[config.mk]
export PLATFORM = sky130hd
export DESIGN_NAME = sliding_median_filter_core_flat
export DESIGN_NICKNAME = d
export VERILOG_FILES = /design/src/hdl/smf_pkg.sv /design/src/hdl/smf_in_if.sv /design/src/hdl/smf_out_if.sv /design/src/hdl/smf_cell.sv /design/src/hdl/sliding_median_filter_core.sv /design/src/flat_wrapper.sv
export SDC_FILE = /design/constraint.sdc
export NUM_CORES = 2
export LEC_CHECK = 0
export ABC_AREA = 1
export BUFFER_PORTS_ARGS = -buffer_cell sky130_fd_sc_hd__buf_2
export CAP_MARGIN = 20
export CELL_PAD_IN_SITES_DETAIL_PLACEMENT = 2
export CELL_PAD_IN_SITES_GLOBAL_PLACEMENT = 2
export CORE_UTILIZATION = 37
export DETAILED_ROUTE_END_ITERATION = 12
export PLACE_DENSITY_LB_ADDON = 0.1
export REMOVE_ABC_BUFFERS = 1
export SLEW_MARGIN = 20
export SYNTH_ARGS = -nofsm -noshare
export SYNTH_HDL_FRONTEND = slang
export SYNTH_SLANG_ARGS = --single-unit
[constraint.sdc]
create_clock -name clk_i -period 8.7 [get_ports clk_i]
set_input_delay 0.87 -clock clk_i [delete_from_list [all_inputs] [get_ports clk_i]]
set_output_delay 0.87 -clock clk_i [all_outputs]
set_load 0.01 [all_outputs]
[src/hdl/smf_pkg.sv]
package smf_pkg;

  // configuration register indexes (byte address is 4 * index)
  localparam logic [1:0] REG_WINDOW_SIZE = 2'd0;
  localparam logic [1:0] REG_SKIP_FRONT  = 2'd1;
  localparam logic [1:0] REG_KEEP_COUNT  = 2'd2;

  // fixed register widths
  localparam int unsigned WSIZE_BITS = 4;
  localparam int unsigned RANGE_BITS = 16;
  localparam int unsigned ADDR_BITS  = 4;
  localparam int unsigned DATA_BITS  = 32;

  // register reset values
  localparam logic [WSIZE_BITS-1:0] WSIZE_RESET = 4'd5;
  localparam logic [RANGE_BITS-1:0] SKIP_RESET  = 16'd0;
  localparam logic [RANGE_BITS-1:0] KEEP_RESET  = 16'hFFFF;

  // control sent from the sequencer to every cell of the chain
  typedef struct packed {
    logic shift;
    logic fill;
  } cell_ctrl_t;

endpackage

[src/hdl/smf_in_if.sv]
interface smf_in_if #(
  parameter int unsigned SAMPLE_BITS = 12
);
  logic                   valid;
  logic                   ready;
  logic [SAMPLE_BITS-1:0] sample;
  logic                   last;

  modport source (output valid, output sample, output last, input ready);
  modport sink   (input valid, input sample, input last, output ready);
endinterface

[src/hdl/smf_out_if.sv]
interface smf_out_if #(
  parameter int unsigned SAMPLE_BITS = 12
);
  logic                   valid;
  logic                   ready;
  logic [SAMPLE_BITS-1:0] median;
  logic                   run_last;
  logic                   record_end;

  modport source (output valid, output median, output run_last, output record_end,
                  input ready);
  modport sink   (input valid, input median, input run_last, input record_end,
                  output ready);
endinterface

[src/hdl/smf_cell.sv]
module smf_cell #(
  parameter int unsigned SAMPLE_BITS = 12,
  parameter int unsigned MAX_WINDOW  = 15,
  parameter int unsigned INDEX       = 0,
  parameter int unsigned WIN_W       = 4
) (
  input  logic                                    clk_i,
  input  smf_pkg::cell_ctrl_t                     ctrl_i,
  input  logic [SAMPLE_BITS-1:0]                  fill_i,
  input  logic [SAMPLE_BITS-1:0]                  prev_i,
  input  logic [MAX_WINDOW-1:0][SAMPLE_BITS-1:0]  win_i,
  input  logic [MAX_WINDOW-1:0]                   active_i,
  input  logic [WIN_W-1:0]                        rank_sel_i,
  output logic [SAMPLE_BITS-1:0]                  value_o,
  output logic                                    hit_o
);
  import smf_pkg::*;

  logic [SAMPLE_BITS-1:0] value_q, value_d;
  logic [MAX_WINDOW-1:0]  below;
  logic [WIN_W-1:0]       rank;

  // load from the neighbour on a shift, from the broadcast value on a fill
  always_comb begin
    value_d = value_q;
    if (ctrl_i.fill) begin
      value_d = fill_i;
    end else if (ctrl_i.shift) begin
      value_d = prev_i;
    end
  end

  always_ff @(posedge clk_i) begin
    value_q <= value_d;
  end

  // rank among active cells, ties broken by position so ranks are distinct
  always_comb begin
    for (int j = 0; j < MAX_WINDOW; j++) begin
      below[j] = active_i[j] && (j != INDEX) &&
                 ((win_i[j] < value_q) || ((win_i[j] == value_q) && (j < INDEX)));
    end
  end

  assign rank    = WIN_W'($countones(below));
  assign hit_o   = active_i[INDEX] && (rank == rank_sel_i);
  assign value_o = value_q;

endmodule

[src/hdl/sliding_median_filter_core.sv]
// channel   dir  payload                         request taken when
// in_i      in   sample, last                    in_i.valid && in_i.ready
// out_o     out  median, run_last, record_end    out_o.valid && out_o.ready
// apb       in   window_size, skip_front, keep   psel && penable && pwrite
//
// a request is taken only when the sequencer is idle; the next cycle starts
// the median steps. an ordinary sample closes with a single step; a sample
// flagged last takes window_size - 1 - window_size/2 more steps that each
// shift the cell chain, one shift per cycle, but a step that emits waits while
// the output register is full and not taken. rst_ni clears control state only;
// the cells are loaded with each record's first sample and need no clearing.
module sliding_median_filter_core #(
  parameter int unsigned MAX_WINDOW  = 15,
  parameter int unsigned SAMPLE_BITS = 12,
  parameter int unsigned COUNT_BITS  = 16
) (
  input  logic                            clk_i,
  input  logic                            rst_ni,
  input  logic                            psel,
  input  logic                            penable,
  input  logic                            pwrite,
  input  logic [smf_pkg::ADDR_BITS-1:0]   paddr,
  input  logic [smf_pkg::DATA_BITS-1:0]   pwdata,
  output logic [smf_pkg::DATA_BITS-1:0]   prdata,
  output logic                            pready,
  smf_in_if.sink                          in_i,
  smf_out_if.source                       out_o
);
  import smf_pkg::*;

  localparam int unsigned WIN_W = (MAX_WINDOW < 2) ? 1 : $clog2(MAX_WINDOW + 1);
  localparam int unsigned EW    = (WIN_W > WSIZE_BITS) ? WIN_W : WSIZE_BITS;
  localparam int unsigned CW    = ((COUNT_BITS > RANGE_BITS) ? COUNT_BITS : RANGE_BITS) + 1;
  localparam logic [COUNT_BITS-1:0] CNT_MAX = {COUNT_BITS{1'b1}};

  localparam logic ST_IDLE = 1'b0;
  localparam logic ST_RUN  = 1'b1;

  // configuration registers
  logic [WSIZE_BITS-1:0] wsize_q;
  logic [RANGE_BITS-1:0] skip_q, keep_q;
  logic                  cfg_wr;

  // sequencer and record state
  logic                   state_q, state_d;
  logic [SAMPLE_BITS-1:0] sample_q, sample_d;
  logic                   last_q, last_d;
  logic [WIN_W-1:0]       k_q, k_d;
  logic [COUNT_BITS-1:0]  sc_q, sc_d, pos_q, pos_d;
  logic                   started_q, started_d;

  // output register
  logic                   ovalid_q, ovalid_d;
  logic [SAMPLE_BITS-1:0] omed_q, omed_d;
  logic                   orun_q, orun_d, oend_q, oend_d;

  // window geometry
  logic [EW-1:0]          ws_ext, w_ext;
  logic [WIN_W-1:0]       w_eff, half, look;
  logic [MAX_WINDOW-1:0]  active;

  // step decisions
  logic                   accept, step, fin, more, emit_cur, emit_nx, out_free, load;
  logic [WIN_W-1:0]       end_k;
  logic [COUNT_BITS-1:0]  pos_nx;

  // cell chain
  cell_ctrl_t                             ctrl;
  logic [SAMPLE_BITS-1:0]                 shift_val;
  logic [MAX_WINDOW-1:0][SAMPLE_BITS-1:0] win;
  logic [MAX_WINDOW-1:0]                  hit;
  logic [SAMPLE_BITS-1:0]                 median;

  function automatic logic in_range(input logic [COUNT_BITS-1:0] p,
                                    input logic [RANGE_BITS-1:0] s,
                                    input logic [RANGE_BITS-1:0] n);
    logic [CW-1:0] pe, se, ne;
    pe = CW'(p);
    se = CW'(s);
    ne = CW'(n);
    return (pe >= se) && ((pe - se) < ne);
  endfunction

  // apb register file
  assign pready = 1'b1;
  assign cfg_wr = psel && penable && pwrite;

  always_ff @(posedge clk_i or negedge rst_ni) begin
    if (!rst_ni) begin
      wsize_q <= WSIZE_RESET;
      skip_q  <= SKIP_RESET;
      keep_q  <= KEEP_RESET;
    end else if (cfg_wr) begin
      unique case (paddr[3:2])
        REG_WINDOW_SIZE: wsize_q <= pwdata[WSIZE_BITS-1:0];
        REG_SKIP_FRONT:  skip_q  <= pwdata[RANGE_BITS-1:0];
        REG_KEEP_COUNT:  keep_q  <= pwdata[RANGE_BITS-1:0];
        default: ;
      endcase
    end
  end

  always_comb begin
    unique case (paddr[3:2])
      REG_WINDOW_SIZE: prdata = DATA_BITS'(wsize_q);
      REG_SKIP_FRONT:  prdata = DATA_BITS'(skip_q);
      REG_KEEP_COUNT:  prdata = DATA_BITS'(keep_q);
      default:         prdata = '0;
    endcase
  end

  // effective window, median rank and look-ahead
  assign ws_ext = EW'(wsize_q);
  always_comb begin
    if (wsize_q == '0) begin
      w_ext = EW'(1);
    end else if (ws_ext > EW'(MAX_WINDOW)) begin
      w_ext = EW'(MAX_WINDOW);
    end else begin
      w_ext = ws_ext;
    end
  end
  assign w_eff = w_ext[WIN_W-1:0];
  assign half  = w_eff >> 1;
  assign look  = w_eff - WIN_W'(1) - half;

  always_comb begin
    for (int i = 0; i < MAX_WINDOW; i++) begin
      active[i] = (WIN_W'(i) < w_eff);
    end
  end

  // step decisions
  assign accept   = in_i.valid && in_i.ready;
  assign end_k    = last_q ? look : '0;
  assign more     = (k_q != end_k);
  assign fin      = (sc_q > COUNT_BITS'(look - k_q));
  assign pos_nx   = (pos_q == CNT_MAX) ? pos_q : pos_q + COUNT_BITS'(1);
  assign emit_cur = in_range(pos_q, skip_q, keep_q);
  assign emit_nx  = in_range(pos_nx, skip_q, keep_q);
  assign out_free = !ovalid_q || out_o.ready;
  assign step     = (state_q == ST_RUN) && (!(fin && emit_cur) || out_free);
  assign load     = step && fin && emit_cur;

  assign in_i.ready = (state_q == ST_IDLE);

  // sequencer next state
  always_comb begin
    state_d   = state_q;
    sample_d  = sample_q;
    last_d    = last_q;
    k_d       = k_q;
    sc_d      = sc_q;
    pos_d     = pos_q;
    started_d = started_q;
    if (accept) begin
      state_d   = ST_RUN;
      sample_d  = in_i.sample;
      last_d    = in_i.last;
      k_d       = '0;
      sc_d      = (sc_q == CNT_MAX) ? sc_q : sc_q + COUNT_BITS'(1);
      started_d = 1'b1;
    end else if (step) begin
      if (fin) begin
        pos_d = pos_nx;
      end
      if (more) begin
        k_d = k_q + WIN_W'(1);
      end else begin
        state_d = ST_IDLE;
        if (last_q) begin
          sc_d      = '0;
          pos_d     = '0;
          started_d = 1'b0;
        end
      end
    end
  end

  always_ff @(posedge clk_i or negedge rst_ni) begin
    if (!rst_ni) begin
      state_q   <= ST_IDLE;
      last_q    <= 1'b0;
      k_q       <= '0;
      sc_q      <= '0;
      pos_q     <= '0;
      started_q <= 1'b0;
    end else begin
      state_q   <= state_d;
      last_q    <= last_d;
      k_q       <= k_d;
      sc_q      <= sc_d;
      pos_q     <= pos_d;
      started_q <= started_d;
    end
  end

  always_ff @(posedge clk_i) begin
    sample_q <= sample_d;
  end

  // cell chain control
  assign shift_val  = (state_q == ST_IDLE) ? in_i.sample : sample_q;
  assign ctrl.fill  = accept && !started_q;
  assign ctrl.shift = (accept && started_q) || (step && more);

  for (genvar g = 0; g < MAX_WINDOW; g++) begin : g_cell
    logic [SAMPLE_BITS-1:0] prev;
    if (g == 0) begin : g_head
      assign prev = shift_val;
    end else begin : g_body
      assign prev = win[g-1];
    end
    smf_cell #(
      .SAMPLE_BITS (SAMPLE_BITS),
      .MAX_WINDOW  (MAX_WINDOW),
      .INDEX       (g),
      .WIN_W       (WIN_W)
    ) u_cell (
      .clk_i      (clk_i),
      .ctrl_i     (ctrl),
      .fill_i     (shift_val),
      .prev_i     (prev),
      .win_i      (win),
      .active_i   (active),
      .rank_sel_i (half),
      .value_o    (win[g]),
      .hit_o      (hit[g])
    );
  end

  // pick the single cell whose rank is the median rank
  always_comb begin
    median = '0;
    for (int i = 0; i < MAX_WINDOW; i++) begin
      median = median | (hit[i] ? win[i] : '0);
    end
  end

  // output register
  always_comb begin
    ovalid_d = ovalid_q && !out_o.ready;
    omed_d   = omed_q;
    orun_d   = orun_q;
    oend_d   = oend_q;
    if (load) begin
      ovalid_d = 1'b1;
      omed_d   = median;
      orun_d   = !(more && emit_nx);
      oend_d   = last_q && !(more && emit_nx);
    end
  end

  always_ff @(posedge clk_i or negedge rst_ni) begin
    if (!rst_ni) begin
      ovalid_q <= 1'b0;
    end else begin
      ovalid_q <= ovalid_d;
    end
  end

  always_ff @(posedge clk_i) begin
    omed_q <= omed_d;
    orun_q <= orun_d;
    oend_q <= oend_d;
  end

  assign out_o.valid      = ovalid_q;
  assign out_o.median     = omed_q;
  assign out_o.run_last   = orun_q;
  assign out_o.record_end = oend_q;

  // record end only ever marks the closing result of a request
  a_end_is_run_last: assert property (@(posedge clk_i) disable iff (!rst_ni)
    (ovalid_q && oend_q) |-> orun_q)
    else $error("record_end without run_last");

  // exactly one cell holds the median rank while steps run
  a_one_median: assert property (@(posedge clk_i) disable iff (!rst_ni)
    (state_q == ST_RUN) |-> $onehot(hit))
    else $error("median rank not unique");

  // closing a record returns the counters to their reset values
  a_record_clear: assert property (@(posedge clk_i) disable iff (!rst_ni)
    (step && !more && last_q) |=> (sc_q == '0) && (pos_q == '0) && !started_q)
    else $error("record state not cleared");

endmodule

[src/flat_wrapper.sv]
// flat-port wrapper written by rule: the top's interface ports become plain ports
module sliding_median_filter_core_flat import smf_pkg::*;
#(
  parameter int unsigned MAX_WINDOW  = 15,
  parameter int unsigned SAMPLE_BITS = 12,
  parameter int unsigned COUNT_BITS  = 16
)
  (clk_i, rst_ni, psel, penable, pwrite, paddr, pwdata, prdata, pready, in_i_valid, in_i_sample, in_i_last, in_i_ready, out_o_valid, out_o_median, out_o_run_last, out_o_record_end, out_o_ready);
  smf_in_if #(.SAMPLE_BITS(SAMPLE_BITS)) in_i_i ();
  smf_out_if #(.SAMPLE_BITS(SAMPLE_BITS)) out_o_i ();
  input  logic clk_i;
  input  logic rst_ni;
  input  logic psel;
  input  logic penable;
  input  logic pwrite;
  input  logic [smf_pkg::ADDR_BITS-1:0] paddr;
  input  logic [smf_pkg::DATA_BITS-1:0] pwdata;
  output logic [smf_pkg::DATA_BITS-1:0] prdata;
  output logic pready;
  input wire logic [$bits(in_i_i.valid)-1:0] in_i_valid;
  input wire logic [$bits(in_i_i.sample)-1:0] in_i_sample;
  input wire logic [$bits(in_i_i.last)-1:0] in_i_last;
  output wire logic [$bits(in_i_i.ready)-1:0] in_i_ready;
  output wire logic [$bits(out_o_i.valid)-1:0] out_o_valid;
  output wire logic [$bits(out_o_i.median)-1:0] out_o_median;
  output wire logic [$bits(out_o_i.run_last)-1:0] out_o_run_last;
  output wire logic [$bits(out_o_i.record_end)-1:0] out_o_record_end;
  input wire logic [$bits(out_o_i.ready)-1:0] out_o_ready;
  assign in_i_i.valid = in_i_valid;
  assign in_i_i.sample = in_i_sample;
  assign in_i_i.last = in_i_last;
  assign in_i_ready = in_i_i.ready;
  assign out_o_valid = out_o_i.valid;
  assign out_o_median = out_o_i.median;
  assign out_o_run_last = out_o_i.run_last;
  assign out_o_record_end = out_o_i.record_end;
  assign out_o_i.ready = out_o_ready;
  sliding_median_filter_core #(.MAX_WINDOW(MAX_WINDOW), .SAMPLE_BITS(SAMPLE_BITS), .COUNT_BITS(COUNT_BITS)) u_core (.clk_i(clk_i), .rst_ni(rst_ni), .psel(psel), .penable(penable), .pwrite(pwrite), .paddr(paddr), .pwdata(pwdata), .prdata(prdata), .pready(pready), .in_i(in_i_i), .out_o(out_o_i));
endmodule
==> results by group <==
Yosys
  – Netlist cell types: 57
  – Synth area leader: ha_1
  – Top post-synthesis cells by count: ha_1, nand2_1, inv_1
  – Mapped Area: 0.04963 mm²
  – Yosys top cell area share: 37.11%
  – Syn Inst Count: 6121
  – Async SR Flop Fraction: 26.95%
  – Leading cell type by number of instances after synthesis: ha_1
  – Average size of a mapped cell: 8.108 µm²
  – Post-synth top flop: edfxtp_1
  – Seq cells post-synth: 282
  – Post-synth EDFFs: 206
  – Yosys warnings: 0
  – Register area share after synthesis: 16.34%
  – Area contributors post-synth: ha_1, edfxtp_1, nand2_1

Floorplanning
  – Row Count: 134
  – Initial Util: 37.23%
  – Placeable Area: 0.1333 mm²
  – Die span in y: 368.2 µm
  – Total die area: 0.1356 mm²
  – I/O pin count: 105
  – Die Span X: 368.2 µm

Placed design
  – Total placed cells including tap cells: 8123
  – RD Place Congestion: 1.034
  – HPWL after DPL: 223400 µm
  – Port Buf Inserts: 69

Route
  – DRT iter0 DRCs: 4526
  – Drt drc: 0
  – Post-route ant nets: 0
  – Final WL: 286000 µm
  – Vias per cell: 6.382
  – Detailed Routing Iterations Pass 1: 5
  – Vias: 52370
  – Drt wl/cell: 34.85 µm

Timing
  – Tcrit/Tclk final: 90.41%
  – Slew Viols, Final: 0
  – RSZ-0062 raised after global routing: false
  – Setup Skew: 0.04275 ns
  – Fmax: 127.1 MHz
  – Final Hold Viols: 0
  – Slew Limit Headroom: 20.75%
  – Fin crit period: 7.866 ns
  – Setup violations, final: 0
  – Least-Margin Pin Slew: 1.189 ns

Clock tree
  – PostCTS Resize Cnt: 0
  – Total CTS buffers: 44
  – CTS tree: yes
  – CTS H-tree lvls: 2
  – Root buffer cell: clkbuf_16
  – Bufs on Longest Clock Path: 3
  – CTS Hold Bufs: 0
  – Worst skew pair latency: 0.66 ns
  – Clock Sink Count: 282
  – Post-CTS Repair Setup Buffers: 0
  – Worst-path clk slew: 0.06 ns

Final layout
  – Non-Filler Instances: 8206
  – Fraction of layout cells with a size suffix above 1: 6.884%
  – Net count, final: 8069
  – Reg area: 0.008110 mm²
  – Footprint of the multi-input gates: 0.03822 mm²
  – Area delta synth->final: 11.30%
  – Filler Cells Inserted: 15370

Critical path
  – Startpoint Class: register
  – Slowest CP cell: nor2_1
  – R2R depth: 26
  – Slowest stage delay, CP: 0.68 ns
  – CP dominant cell by count: fa_1
  – Crit. End Element: register
  – CP arrival: 8.35 ns
  – Worst setup path start: u_core.ws_ext[3]$_DFFE_PN0P_
  – R2r startpoint: u_core.ws_ext[3]$_DFFE_PN0P_
  – WS Path Type: register to register
  – Crit-path max FO: 12
  – RR Endpoint: u_core.out_o.median[9]$_DFFE_PP_
  – Req. time, crit path: 9.18 ns
  – Setup slack, reg-to-reg: 0.83 ns

Global routing
  – Overall Global Routing Usage: 41.38%
  – Vias in the first global route: 54720
  – First-pass GRT wire length: 399400 µm
  – Largest net degree at the start of global routing: 71
  – Total grt overflow: 0
  – Initial antenna violation count: 21

Worst hold path
  – Worst Hold Class: input port to async pin

Status
  – Status: complete, no violations

Job
  – Maxcap violations: 0
-- area by class of cell --
class                      count  share of cell area, %
timing repair buffer         314                  3.983
multi-input combinational   4976                  69.20
inverter                     783                  5.335
clock inverter                29                 0.7204
antenna                        3                0.01359
sequential                   282                  14.68
clock buffer                  51                  2.059
tap                         1768                  4.005
-- state kept, by name, indices dropped and copies added, names as in the netlist --
name	flops
u_core.g_cell.u_cell.value_o	180
u_core.keep_q	16
u_core.pos_q	16
u_core.sc_q	16
u_core.skip_q	16
u_core.out_o.median	12
u_core.sample_q	12
u_core.k_q	4
u_core.ws_ext	4
u_core.last_q	1
u_core.out_o.record_end	1
u_core.out_o.run_last	1
u_core.out_o.valid	1
u_core.started_q	1
u_core.state_q	1
-- placed cells by master (no fill, tap or decap), drive strengths merged, types with 140 or more instances in the layout --
master     n
edfxtp   206
ha      1472
buf      314
nand3    233
o21ai    508
inv      780
nand2    893
nor2     332
a21oi    648
fa       140
-- per-stage QoR --
step                      util, %  hold WS, ns  TNS (ns)  worst slack [ns]  area (µm²)
after floorplan                 -       0.4530   -134.70           -0.7484       49230
after global placement      40.28       0.4671         0             1.197       53680
after detailed placement    40.28       0.4730         0             1.054       53680
after CTS                   41.43       0.1477         0             1.010       55220
after global routing        41.43       0.1924         0            0.5225       55220
final                       41.44       0.1703         0            0.8344       55230
-- metal layers --
| layer | wire length, µm | global-route usage [%] | vias up | part of all wire [%] |
|---|---|---|---|---|
| met4 | 25810 | 30.83 | 12 | 9.0 |
| met3 | 22050 | 6.024 | 846 | 7.7 |
| li1 | - | - | 22460 | - |
| met5 | 92 | 0 | - | 0.032 |
| met2 | 123600 | 64.39 | 2346 | 43 |
| met1 | 114500 | 51.83 | 26710 | 40 |
-- how the worst max path moves through the flow --
stage                                               endpoint  slack (ns)  cells after the start
6_report                    u_core.out_o.median[9]$_DFFE_PP_        0.83                     26
5_1_grt         u_core.g_cell[4].u_cell.value_o[8]$_DFFE_PP_        0.52                     28
4_1_cts         u_core.g_cell[4].u_cell.value_o[9]$_DFFE_PP_        1.01                     28
3_5_place_dp   u_core.g_cell[4].u_cell.value_o[10]$_DFFE_PP_        1.05                     28
3_3_place_gp                u_core.out_o.median[9]$_DFFE_PP_        1.20                     26
2_1_floorplan   u_core.g_cell[0].u_cell.value_o[0]$_DFFE_PP_       -0.75                     24
-- kinds of logic after synthesis --
family          share of synthesized area [%]
buf+inv                                 6.835
compound gates                          16.81
flops                                   16.34
simple gates                            15.81
other cells                           0.01513
xor+xnor                                1.430
fa+ha+maj                               42.76
-- critical path: cells and delay by family, from the launching register on --
kind,cells,cell delay (ns)
xor gates and xnor gates,1,0.25
adders and majority gates,8,3.60
AOI/OAI and AO/OA,4,0.52
buffers and inverters,5,0.70
and+or+nand+nor,8,2.13
DFF,1,0.49
Power is not shown: default switching activity piles up to over one toggle a cycle in this logic, so the estimate is an artifact.
